### config.mk
export PLATFORM = sky130hd
export DESIGN_NAME = serial_line_assembler_with_echo
export DESIGN_NICKNAME = d
export VERILOG_FILES = /design/src/hdl/sla_pkg.sv /design/src/hdl/serial_line_assembler_with_echo.sv /design/src/hdl/sla_ram.sv /design/src/hdl/sla_front.sv /design/src/hdl/sla_queue.sv /design/src/hdl/sla_back.sv
export SDC_FILE = /design/constraint.sdc
export NUM_CORES = 1
export LEC_CHECK = 0
export BUFFER_PORTS_ARGS = -buffer_cell sky130_fd_sc_hd__buf_2
export CORE_ASPECT_RATIO = 1.4
export CORE_MARGIN = 4
export CORE_UTILIZATION = 60
export CTS_CLUSTER_SIZE = 24
export DETAILED_ROUTE_END_ITERATION = 7
export PLACE_DENSITY = 0.88
export RECOVER_POWER = 100
export SLEW_MARGIN = 5
export SYNTH_ARGS = -nofsm -noshare
export SYNTH_HDL_FRONTEND = slang
export SYNTH_SLANG_ARGS = --single-unit
### constraint.sdc
create_clock -name clk -period 4.76 [get_ports clk]
set_clock_uncertainty 0.1 [all_clocks]
set_input_delay 0.476 -clock clk [delete_from_list [all_inputs] [get_ports clk]]
set_output_delay 0.476 -clock clk [all_outputs]
set_load 0.05 [all_outputs]
### src/hdl/sla_pkg.sv
// ----------------------------------------------------------------------------
// sla_pkg
// Shared types and constants of the serial line assembler.
// ----------------------------------------------------------------------------
package sla_pkg;

  localparam int unsigned BYTE_W      = 8;
  localparam int unsigned KIND_W      = 2;
  localparam int unsigned LEN_W       = 6;
  localparam int unsigned QUEUE_DEPTH = 2;

  localparam logic [BYTE_W-1:0] CH_CR  = 8'h0D;
  localparam logic [BYTE_W-1:0] CH_LF  = 8'h0A;
  localparam logic [BYTE_W-1:0] CH_BS  = 8'h08;
  localparam logic [BYTE_W-1:0] CH_DEL = 8'h7F;

  localparam logic [KIND_W-1:0] KIND_ECHO = 2'd0;
  localparam logic [KIND_W-1:0] KIND_LINE = 2'd1;
  localparam logic [KIND_W-1:0] KIND_MARK = 2'd2;

  typedef enum logic [1:0] {
    CLS_CHAR,
    CLS_EOL,
    CLS_ERASE
  } cls_t;

  typedef struct packed {
    logic [BYTE_W-1:0] data;
    cls_t              cls;
    logic              echo;
  } entry_t;

endpackage

### src/hdl/serial_line_assembler_with_echo.sv
// With the back part idle, an accepted item passes the queue and the idle and
// echo states before its first result. Ordinary and erase bytes pass the idle
// and echo states; a line end adds a read and a line state per stored character,
// as each line byte waits on a registered read of the line store, then the
// marker state. A 2-item queue decouples input. Reset (rst, synchronous): fill
// count 0, echo on, queue and output emptied; the line store is not cleared.
// ----------------------------------------------------------------------------
// serial_line_assembler_with_echo
// Builds lines from received bytes with echo, erase and line release.
// ----------------------------------------------------------------------------
module serial_line_assembler_with_echo #(
  parameter int unsigned LINE_DEPTH = 32
) (
  input  logic                       clk,
  input  logic                       rst,
  input  logic                       cfg_write,
  input  logic                       cfg_data,
  input  logic                       in_valid,
  output logic                       in_stall,
  input  logic [sla_pkg::BYTE_W-1:0] rx_byte,
  output logic                       out_valid,
  input  logic                       out_stall,
  output logic [sla_pkg::KIND_W-1:0] kind,
  output logic [sla_pkg::BYTE_W-1:0] data_byte,
  output logic [sla_pkg::LEN_W-1:0]  line_length,
  output logic                       last
);

  logic            q_push;
  logic            q_full;
  logic            q_pop;
  logic            q_valid;
  sla_pkg::entry_t q_in;
  sla_pkg::entry_t q_out;

  sla_front u_front (
    .clk       (clk),
    .rst       (rst),
    .cfg_write (cfg_write),
    .cfg_data  (cfg_data),
    .in_valid  (in_valid),
    .in_stall  (in_stall),
    .rx_byte   (rx_byte),
    .q_full    (q_full),
    .q_push    (q_push),
    .q_entry   (q_in)
  );

  sla_queue u_queue (
    .clk       (clk),
    .rst       (rst),
    .push      (q_push),
    .entry_in  (q_in),
    .full      (q_full),
    .pop       (q_pop),
    .valid     (q_valid),
    .entry_out (q_out)
  );

  sla_back #(
    .LINE_DEPTH (LINE_DEPTH)
  ) u_back (
    .clk         (clk),
    .rst         (rst),
    .q_valid     (q_valid),
    .q_entry     (q_out),
    .q_pop       (q_pop),
    .out_valid   (out_valid),
    .out_stall   (out_stall),
    .kind        (kind),
    .data_byte   (data_byte),
    .line_length (line_length),
    .last        (last)
  );

endmodule

### src/hdl/sla_ram.sv
// ----------------------------------------------------------------------------
// sla_ram
// Generic single-write, single-read RAM with registered read data.
// ----------------------------------------------------------------------------
module sla_ram #(
  parameter int unsigned WIDTH = 8,
  parameter int unsigned DEPTH = 32
) (
  input  logic                     clk,
  input  logic                     we,
  input  logic [$clog2(DEPTH)-1:0] waddr,
  input  logic [WIDTH-1:0]         wdata,
  input  logic                     re,
  input  logic [$clog2(DEPTH)-1:0] raddr,
  output logic [WIDTH-1:0]         rdata
);

  logic [WIDTH-1:0] mem [DEPTH];

  always_ff @(posedge clk) begin
    if (we) begin
      mem[waddr] <= wdata;
    end
    if (re) begin
      rdata <= mem[raddr];
    end
  end

endmodule

### src/hdl/sla_front.sv
// ----------------------------------------------------------------------------
// sla_front
// Accepts received bytes, classifies them and tags them with the echo mode.
// ----------------------------------------------------------------------------
module sla_front (
  input  logic                       clk,
  input  logic                       rst,
  input  logic                       cfg_write,
  input  logic                       cfg_data,
  input  logic                       in_valid,
  output logic                       in_stall,
  input  logic [sla_pkg::BYTE_W-1:0] rx_byte,
  input  logic                       q_full,
  output logic                       q_push,
  output sla_pkg::entry_t            q_entry
);

  logic echo_enable;

  always_ff @(posedge clk) begin
    if (rst) begin
      echo_enable <= 1'b1;
    end else if (cfg_write) begin
      echo_enable <= cfg_data;
    end
  end

  assign in_stall = q_full;
  assign q_push   = in_valid && !q_full;

  always_comb begin
    q_entry.data = rx_byte;
    q_entry.echo = echo_enable;
    unique case (rx_byte) inside
      sla_pkg::CH_CR, sla_pkg::CH_LF:  q_entry.cls = sla_pkg::CLS_EOL;
      sla_pkg::CH_BS, sla_pkg::CH_DEL: q_entry.cls = sla_pkg::CLS_ERASE;
      default:                         q_entry.cls = sla_pkg::CLS_CHAR;
    endcase
  end

endmodule

### src/hdl/sla_queue.sv
// ----------------------------------------------------------------------------
// sla_queue
// Short FIFO of classified items between the front and back parts.
// ----------------------------------------------------------------------------
module sla_queue (
  input  logic            clk,
  input  logic            rst,
  input  logic            push,
  input  sla_pkg::entry_t entry_in,
  output logic            full,
  input  logic            pop,
  output logic            valid,
  output sla_pkg::entry_t entry_out
);

  localparam int unsigned PW = $clog2(sla_pkg::QUEUE_DEPTH);
  localparam int unsigned CW = $clog2(sla_pkg::QUEUE_DEPTH + 1);

  sla_pkg::entry_t slots [sla_pkg::QUEUE_DEPTH];
  logic [PW-1:0]   wr_ptr;
  logic [PW-1:0]   rd_ptr;
  logic [CW-1:0]   count;
  logic            do_push;
  logic            do_pop;

  assign full      = count == CW'(sla_pkg::QUEUE_DEPTH);
  assign valid     = count != '0;
  assign entry_out = slots[rd_ptr];
  assign do_push   = push && !full;
  assign do_pop    = pop && valid;

  always_ff @(posedge clk) begin
    if (do_push) begin
      slots[wr_ptr] <= entry_in;
    end
    if (rst) begin
      wr_ptr <= '0;
      rd_ptr <= '0;
      count  <= '0;
    end else begin
      if (do_push) begin
        wr_ptr <= wr_ptr + PW'(1);
      end
      if (do_pop) begin
        rd_ptr <= rd_ptr + PW'(1);
      end
      if (do_push && !do_pop) begin
        count <= count + CW'(1);
      end else if (do_pop && !do_push) begin
        count <= count - CW'(1);
      end
    end
  end

endmodule

### src/hdl/sla_back.sv
// ----------------------------------------------------------------------------
// sla_back
// Executes queued items: stores characters, echoes, erases, releases lines.
// ----------------------------------------------------------------------------
module sla_back #(
  parameter int unsigned LINE_DEPTH = 32
) (
  input  logic                       clk,
  input  logic                       rst,
  input  logic                       q_valid,
  input  sla_pkg::entry_t            q_entry,
  output logic                       q_pop,
  output logic                       out_valid,
  input  logic                       out_stall,
  output logic [sla_pkg::KIND_W-1:0] kind,
  output logic [sla_pkg::BYTE_W-1:0] data_byte,
  output logic [sla_pkg::LEN_W-1:0]  line_length,
  output logic                       last
);

  localparam int unsigned AW = $clog2(LINE_DEPTH);
  localparam int unsigned CW = $clog2(LINE_DEPTH + 1);

  typedef enum logic [2:0] {
    S_IDLE,
    S_ECHO,
    S_RD,
    S_LINE,
    S_MARK
  } state_t;

  state_t                     state;
  sla_pkg::entry_t            cur;
  logic [CW-1:0]              fill;
  logic [CW-1:0]              idx;
  logic                       can_load;
  logic                       echo_go;
  logic                       ram_we;
  logic                       ram_re;
  logic [sla_pkg::BYTE_W-1:0] ram_rdata;

  assign can_load = !out_valid || !out_stall;
  assign echo_go  = !cur.echo || can_load;
  assign q_pop    = (state == S_IDLE) && q_valid;
  assign ram_we   = (state == S_ECHO) && (cur.cls == sla_pkg::CLS_CHAR) && echo_go;
  assign ram_re   = state == S_RD;

  sla_ram #(
    .WIDTH (sla_pkg::BYTE_W),
    .DEPTH (LINE_DEPTH)
  ) u_line_store (
    .clk   (clk),
    .we    (ram_we),
    .waddr (fill[AW-1:0]),
    .wdata (cur.data),
    .re    (ram_re),
    .raddr (idx[AW-1:0]),
    .rdata (ram_rdata)
  );

  always_ff @(posedge clk) begin
    if (rst) begin
      state     <= S_IDLE;
      fill      <= '0;
      idx       <= '0;
      out_valid <= 1'b0;
    end else begin
      if (out_valid && !out_stall) begin
        out_valid <= 1'b0;
      end
      unique case (state)
        S_IDLE: begin
          if (q_valid) begin
            cur <= q_entry;
            idx <= '0;
            if (fill >= CW'(LINE_DEPTH)) begin
              fill <= '0;
            end
            state <= S_ECHO;
          end
        end
        S_ECHO: begin
          if (echo_go) begin
            if (cur.echo) begin
              out_valid   <= 1'b1;
              kind        <= sla_pkg::KIND_ECHO;
              data_byte   <= cur.data;
              line_length <= '0;
              last        <= cur.cls != sla_pkg::CLS_EOL;
            end
            unique case (cur.cls)
              sla_pkg::CLS_CHAR: begin
                fill  <= fill + CW'(1);
                state <= S_IDLE;
              end
              sla_pkg::CLS_ERASE: begin
                if (fill != '0) begin
                  fill <= fill - CW'(1);
                end
                state <= S_IDLE;
              end
              sla_pkg::CLS_EOL: begin
                state <= (fill == '0) ? S_MARK : S_RD;
              end
              default: state <= S_IDLE;
            endcase
          end
        end
        S_RD: begin
          state <= S_LINE;
        end
        S_LINE: begin
          if (can_load) begin
            out_valid   <= 1'b1;
            kind        <= sla_pkg::KIND_LINE;
            data_byte   <= ram_rdata;
            line_length <= '0;
            last        <= 1'b0;
            idx         <= idx + CW'(1);
            state       <= (idx + CW'(1) == fill) ? S_MARK : S_RD;
          end
        end
        S_MARK: begin
          if (can_load) begin
            out_valid   <= 1'b1;
            kind        <= sla_pkg::KIND_MARK;
            data_byte   <= '0;
            line_length <= sla_pkg::LEN_W'(fill);
            last        <= 1'b1;
            fill        <= '0;
            state       <= S_IDLE;
          end
        end
        default: state <= S_IDLE;
      endcase
    end
  end

endmodule

Word level (Yosys, flattened, before mapping)
Memories as Yosys holds them, arrays and structs flattened. A register that Yosys moved wholly into a read port is not among the register bits.
Cells that the tools add are included.
{"block": "word_totals", "word_cells": 127, "reg_bits": 38, "mem_bits_rw": 278, "mem_count": 2}
{"block": "op_classes", "magnitude_cmp": 1, "add_sub_neg": 7, "n_bitwise": 1, "muxes": 49, "n_reduce_logical": 34, "eq_ne": 21}
{"name": "u_back.u_line_store.mem", "depth": 32, "word_bits": 8, "rd": 1, "rd_clocked_by_memory_dff": 1, "wr": 1, "line": "sla_ram.sv:18", "source": "logic [WIDTH-1:0] mem [DEPTH];"}
{"name": "u_queue.slots", "depth": 2, "word_bits": 11, "rd": 1, "rd_clocked_by_memory_dff": 1, "wr": 1, "line": "sla_queue.sv:19", "source": "sla_pkg::entry_t slots [sla_pkg::QUEUE_DEPTH];"}
{"cell": "6-bit 2-to-1 mux", "count": 10}
{"cell": "6-bit one-hot mux with 3 select lines", "count": 2}
{"cell": "8-bit 2-to-1 mux", "count": 4}
{"cell": "8-bit by 4-bit == test with 1-bit output, second input constant", "count": 3}
{"cell": "6-bit one-hot mux with 2 select lines", "count": 2}
{"cell": "8-bit one-hot mux with 3 select lines", "count": 1}
{"cell": "3-bit 2-to-1 mux", "count": 7}
{"cell": "3-bit one-hot mux with 5 select lines", "count": 1}
{"cell": "6-bit by 1-bit adder with 6-bit output, second input constant", "count": 2}
{"cell": "1-bit 2-to-1 mux", "count": 12}
{"cell": "2-bit 2-to-1 mux", "count": 6}
{"cell": "2-bit by 1-bit inequality test with 1-bit output, second input constant", "count": 6}
{"cell": "1-bit logical AND", "count": 9}
{"cell": "8-bit by 7-bit == test with 1-bit output, second input constant", "count": 1}
{"cell": "7-bit AND reduction", "count": 1}
{"cell": "3-bit by 2-bit == test with 1-bit output, second input constant", "count": 2}
{"cell": "6-bit == test", "count": 1}
{"cell": "6-bit greater-or-equal comparator, second input constant", "count": 1}
{"cell": "1-bit zero test", "count": 6}
{"cell": "6-bit zero test", "count": 1}
{"cell": "3-bit inequality test, second input constant", "count": 2}
{"cell": "2-bit one-hot mux with 3 select lines", "count": 1}
{"cell": "3-bit AND reduction", "count": 2}
{"cell": "6-bit AND reduction", "count": 1}
{"cell": "other kinds (21)", "count": 29}

Longest topological paths before layout
{"block": "depth", "ltp_word": 8, "mapped_depth": 8, "depth_no_buf": 8}

Hierarchy
A second synthesis with hierarchy kept.
{"block": "hier_totals", "cells_unflattened": 704, "area_unflattened_um2": 13584.3}
{"mod": "sla_ram", "n_inst": 1, "cells_per_inst": 417, "seq_area_each_um2": 7927.6, "area_per_inst_um2": 10133.5}
{"mod": "sla_back", "n_inst": 1, "cells_per_inst": 205, "seq_area_each_um2": 1161.1, "area_per_inst_um2": 2255.9}
{"mod": "sla_queue", "n_inst": 1, "cells_per_inst": 59, "seq_area_each_um2": 760.7, "area_per_inst_um2": 1009.7}
{"mod": "sla_front", "n_inst": 1, "cells_per_inst": 23, "seq_area_each_um2": 20.0, "area_per_inst_um2": 185.2}

Least setup slack after synthesis
Ideal clock, no wire load.
{"block": "synth_timing", "kind": "reg-to-reg", "startpoint": "register u_back.state[0]", "endpoint": "register u_back.data_byte[0] (netlist name), enable pin", "setup_slack_ns": 2.025, "required_ns": 4.247, "t_arrival_ns": 2.223, "setup_ns": 0.413, "stages_incl_launch_ff": 6, "path_cell_list": "dfxtp_1 > clkbuf_1 > nor2_1 > and2_1 > nor2_1 > nor3_1"}
{"block": "synth_between", "elab_chain_len": 3}
{"element": "start, declared", "line": "sla_back.sv:32", "source": "state_t state;"}
{"element": "start signal, assigned", "line": "sla_back.sv:103", "source": "state <= (fill == '0) ? S_MARK : S_RD;"}
{"element": "start signal, assigned", "line": "sla_back.sv:120", "source": "state <= (idx + CW'(1) == fill) ? S_MARK : S_RD;"}
{"element": "3-bit by 1-bit == test with 1-bit output, or another cell as far along", "line": "sla_back.sv:71", "source": "unique case (state)"}
{"element": "2-bit by 1-bit inequality test with 1-bit output (no source line) or 3-bit nonzero test (tied branches)"}
{"element": "6-bit AND reduction (no source line) *"}
{"element": "end signal, assigned", "line": "sla_back.sv:87", "source": "data_byte <= cur.data;"}
{"element": "end signal, assigned", "line": "sla_back.sv:116", "source": "data_byte <= ram_rdata;"}
{"element": "end, declared", "line": "sla_back.sv:16", "source": "output logic [sla_pkg::BYTE_W-1:0] data_byte,"}
Mark *: on every way between the ends. The rest lies on a longest branch, timed or not.
A chain may end at the register's enable or synchronous reset.

==> summary.md <==
| Metric | Value |
|---|---|
| Status | finished with violations |
| Failing checks | max-capacitance violations, max-slew violations |
| Most frequent cell after synthesis | edfxtp_1 |
| Port Buffers | 32 |
| Initial cell density of the core | 61.1% |
| Syn Inst Count | 702 |
| Cell Rows | 64 |
| Critical path fanouts, max | 39 |
| Hold endpoint | u_front.echo_enable$_SDFFE_PP1P_ |
| Fin Setup TNS | 0 ns |
| Die X | 134 um |
| Post-synth top cells | edfxtp_1, mux4_2, nor2_1 |
| Layout Area Growth over Synthesis | 9.64% |
| CTS Buf Count | 28 |
| Min Tclk post-route | 4.13 ns |
| Main combinational cell family by area after synthesis | multiplexers |
| Antenna-violating nets left | 0 |
| Max-slew violation count | 52 |
| CTS tree | done |
| Syn. warnings | 0 |
| Worst setup EP type | register |
| NumNets Final | 750 |
| Share of layout cells above drive strength 1 | 19.3% |
| Worst r2r dst | u_back.u_line_store.rdata[2]$_DFFE_PP_ |
| Ys flop type | edfxtp_1 |
| Diodes inserted | 0 |
| RSZ-0062 raised after global routing | false |
| Cell taking the most area after synthesis | edfxtp_1 |
| Leakage | 4.58 nW |
| FMAX | 242 MHz |
| Cell Pwr Density | 450 nW/um^2 |
| Max cap viols | 2 |
| Yosys reg bits | 335 |
| Number of flops mapped to enable cells by yosys | 314 |
| Clk_lat worst skew | 0.55 ns |
| Die Y | 185 um |
| GP Congestion | 0.923 |
| WL/cell | 27.6 um |
| Worst Path Required | 4.94 ns |
| Initial antenna violation count | 0 |
| Slew HR | -44.0% |
| Compound-Gate Fraction of Synth Area | 2.88% |
| Post-Synth XOR/XNOR Area | 0.915% |
| Pre-CTS setup slack | 1.30 ns |
| DP Wirelength | 18100 um |
| CP peak stage delay | 1.42 ns |
| Hold Startpoint | cfg_data |
| Worst setup margin | 0.632 ns |
| Final WL | 28900 um |
| DR vias | 6860 |
| Netlist cell types | 50 |
| Total I/O pin count | 33 |
| Crit path launch type | register |
| Peak VDD IR | 0.257 mV |
| Worst Path Arrival | 4.31 ns |
| Largest net degree at the start of global routing | 40 |
| Vias per cell | 6.55 |
| Simple-gate portion of the synthesized area | 5.44% |
| Critical Path Start | u_back.idx[2]$_SDFFE_PP0P_ |
| WHS | 0.0357 ns |
| First-pass GRT wire length | 43800 um |
| CTS Sinks | 335 |
| Core Region | 21900 sq um |
| H-tree Lvls | 1 |
| Critical Path Slowest Stage Cell | dfxtp_1 |
| DRT Pass-1 Iters | 7 |
| Post-Synth Adder-Cell Area | 0.710% |
| Die area | 24800 sq um |
| Mapped cell area | 13400 sq um |
| Syn Area/Cell | 19.1 sq um |
| Worst Hold Class | in2reg |
| Crit path top cell by count | mux4_2 |
| Cell Area, Placed | 13800 sq um |
| Gr ovfl total | 0 |
| CTS Buffer Depth | 3 |
| DRC | 0 |
| RR Startpoint | u_back.idx[2]$_SDFFE_PP0P_ |
| CTS clk-pin slew, worst paths | 0.07 ns |
| Cell chain of the critical path | clkbuf_2 -> mux4_2 -> mux4_2 -> mux2_1 |
| Mux contribution to synthesized area | 15.1% |
| Final period util | 86.7% |
| Hold depth | 2 |
| Core Util, Final | 67.0% |
| Hold Buf Count CTS | 0 |
| DRT iter0 DRCs | 658 |
| Vias in the first global route | 7015 |
| Worst R2R Path Depth | 4 |
| Post-synth top area share | 70.4% |
| Worst Tran Pin Value | 2.14 ns |
| Synth area leaders | edfxtp_1, mux4_2, dfxtp_1, mux2_2, nor2_1 |
| Fin. Hold Viols | 0 |
| Syn Nets | 723 |
| Root buffer cell | clkbuf_16 |
| Total Routing Usage GR | 23.7% |
| Ys async rst share | 0% |
| Finish-stage setup viols | 0 |
| Design area | 14700 sq um |
| Setup bufs post-CTS | 0 |
| Post-CTS sizing | 0 |
| Sequential area share after synthesis | 73.5% |
| WS Path Type | reg2reg |
| Reg2reg setup slack | 0.63 ns |
## stage by stage
step	power, W	std cells
detailed placement	0.00434	995
CTS	0.00663	1046
finish	0.00662	1047
floorplan	0.00408	702
global route	0.00683	1047
global placement	0.00430	995
## metal layers
metal  share of wire (%)  vias to the layer above  track usage (%)
li1                    -                     2893                -
met1                  35                     3476             30.2
met2                  54                      403             42.6
met3                 6.6                       88             2.83
met4                 4.0                        0             8.68
met5                   0                        -                0
## where the power goes
group          internal (W)  leakage [nW]  switching [W]
Sequential          0.00351          3.01       0.000256
Clock               0.00133         0.454        0.00100
Combinational      0.000171          1.12       0.000348
## sequential cells by signal, indices dropped and copies added (netlist names)
signal / flops
u_back.kind: 2
u_back.line_length: 6
u_queue.slots: 22
u_back.u_line_store.rdata: 8
u_back.state: 3
u_queue.rd_ptr: 1
u_back.fill: 6
u_front.echo_enable: 1
u_back.cur: 11
u_back.last: 1
u_back.out_valid: 1
u_back.idx: 6
u_back.u_line_store.mem: 256
u_queue.wr_ptr: 1
u_back.data_byte: 8
u_queue.count: 2
## critical path: cells and delay by family, from the launching register on
family	cells	cell delay, ns
buffers and inverters	1	0.98
DFF	1	1.42
muxes	3	1.35
## kinds of logic after synthesis
family	Yosys count
compound gates	59
xor+xnor	14
fa+ha+maj	7
buf+inv	42
flops	335
mux	100
simple gates	145
## placed cells by master (no fill, tap or decap), types with 2 or more instances in the layout
cell type | Yosys | layout
a211o_1 | 2 | 2
a211oi_1 | 3 | 3
a21o_1 | 3 | 3
a21oi_1 | 17 | 17
a22o_1 | 8 | 8
a32oi_1 | 2 | 2
and2_0 | 0 | 2
and2_1 | 4 | 2
and3_1 | 12 | 12
buf_2 | 8 | 5
bufinv_16 | 0 | 4
clkbuf_1 | 20 | 33
clkbuf_16 | 0 | 29
clkinv_1 | 0 | 4
clkinv_2 | 0 | 6
clkinvlp_4 | 0 | 2
dfxtp_1 | 21 | 20
edfxtp_1 | 314 | 314
ha_1 | 6 | 6
inv_1 | 3 | 3
mux2_1 | 0 | 8
mux2_2 | 19 | 11
mux4_2 | 80 | 80
nand2_1 | 23 | 23
nand2b_1 | 5 | 5
nand3_1 | 6 | 6
nand3b_1 | 2 | 2
nor2_1 | 48 | 48
nor2b_1 | 10 | 10
nor3_1 | 9 | 9
nor3b_1 | 3 | 3
nor4_1 | 5 | 5
o21ai_0 | 16 | 16
or2_2 | 2 | 2
or3_1 | 9 | 9
xnor2_1 | 5 | 5
xor2_1 | 9 | 9
## worst max-delay path by stage
stage                                                           to  slack (ns)  cells after the start
after floorplan                      u_back.data_byte[0]$_DFFE_PP_        2.02                      5
after global placement    u_back.u_line_store.mem[21][0]$_DFFE_PP_        1.58                      4
after detailed placement  u_back.u_line_store.mem[22][0]$_DFFE_PP_        1.30                      4
after CTS                 u_back.u_line_store.mem[17][7]$_DFFE_PP_        1.29                      4
after global routing        u_back.u_line_store.rdata[6]$_DFFE_PP_        0.57                      4
final                       u_back.u_line_store.rdata[2]$_DFFE_PP_        0.63                      4
## layout make-up
class                      count  area, sq um
clock buffer                  34          744
clock inverter                17          189
fill                        1363         7250
inverter                       3         11.3
multi-input combinational    325         3360
sequential                   335         9850
tap                          297          372
timing repair buffer          36          163
No activity file was read; power rests on OpenSTA's default activity.
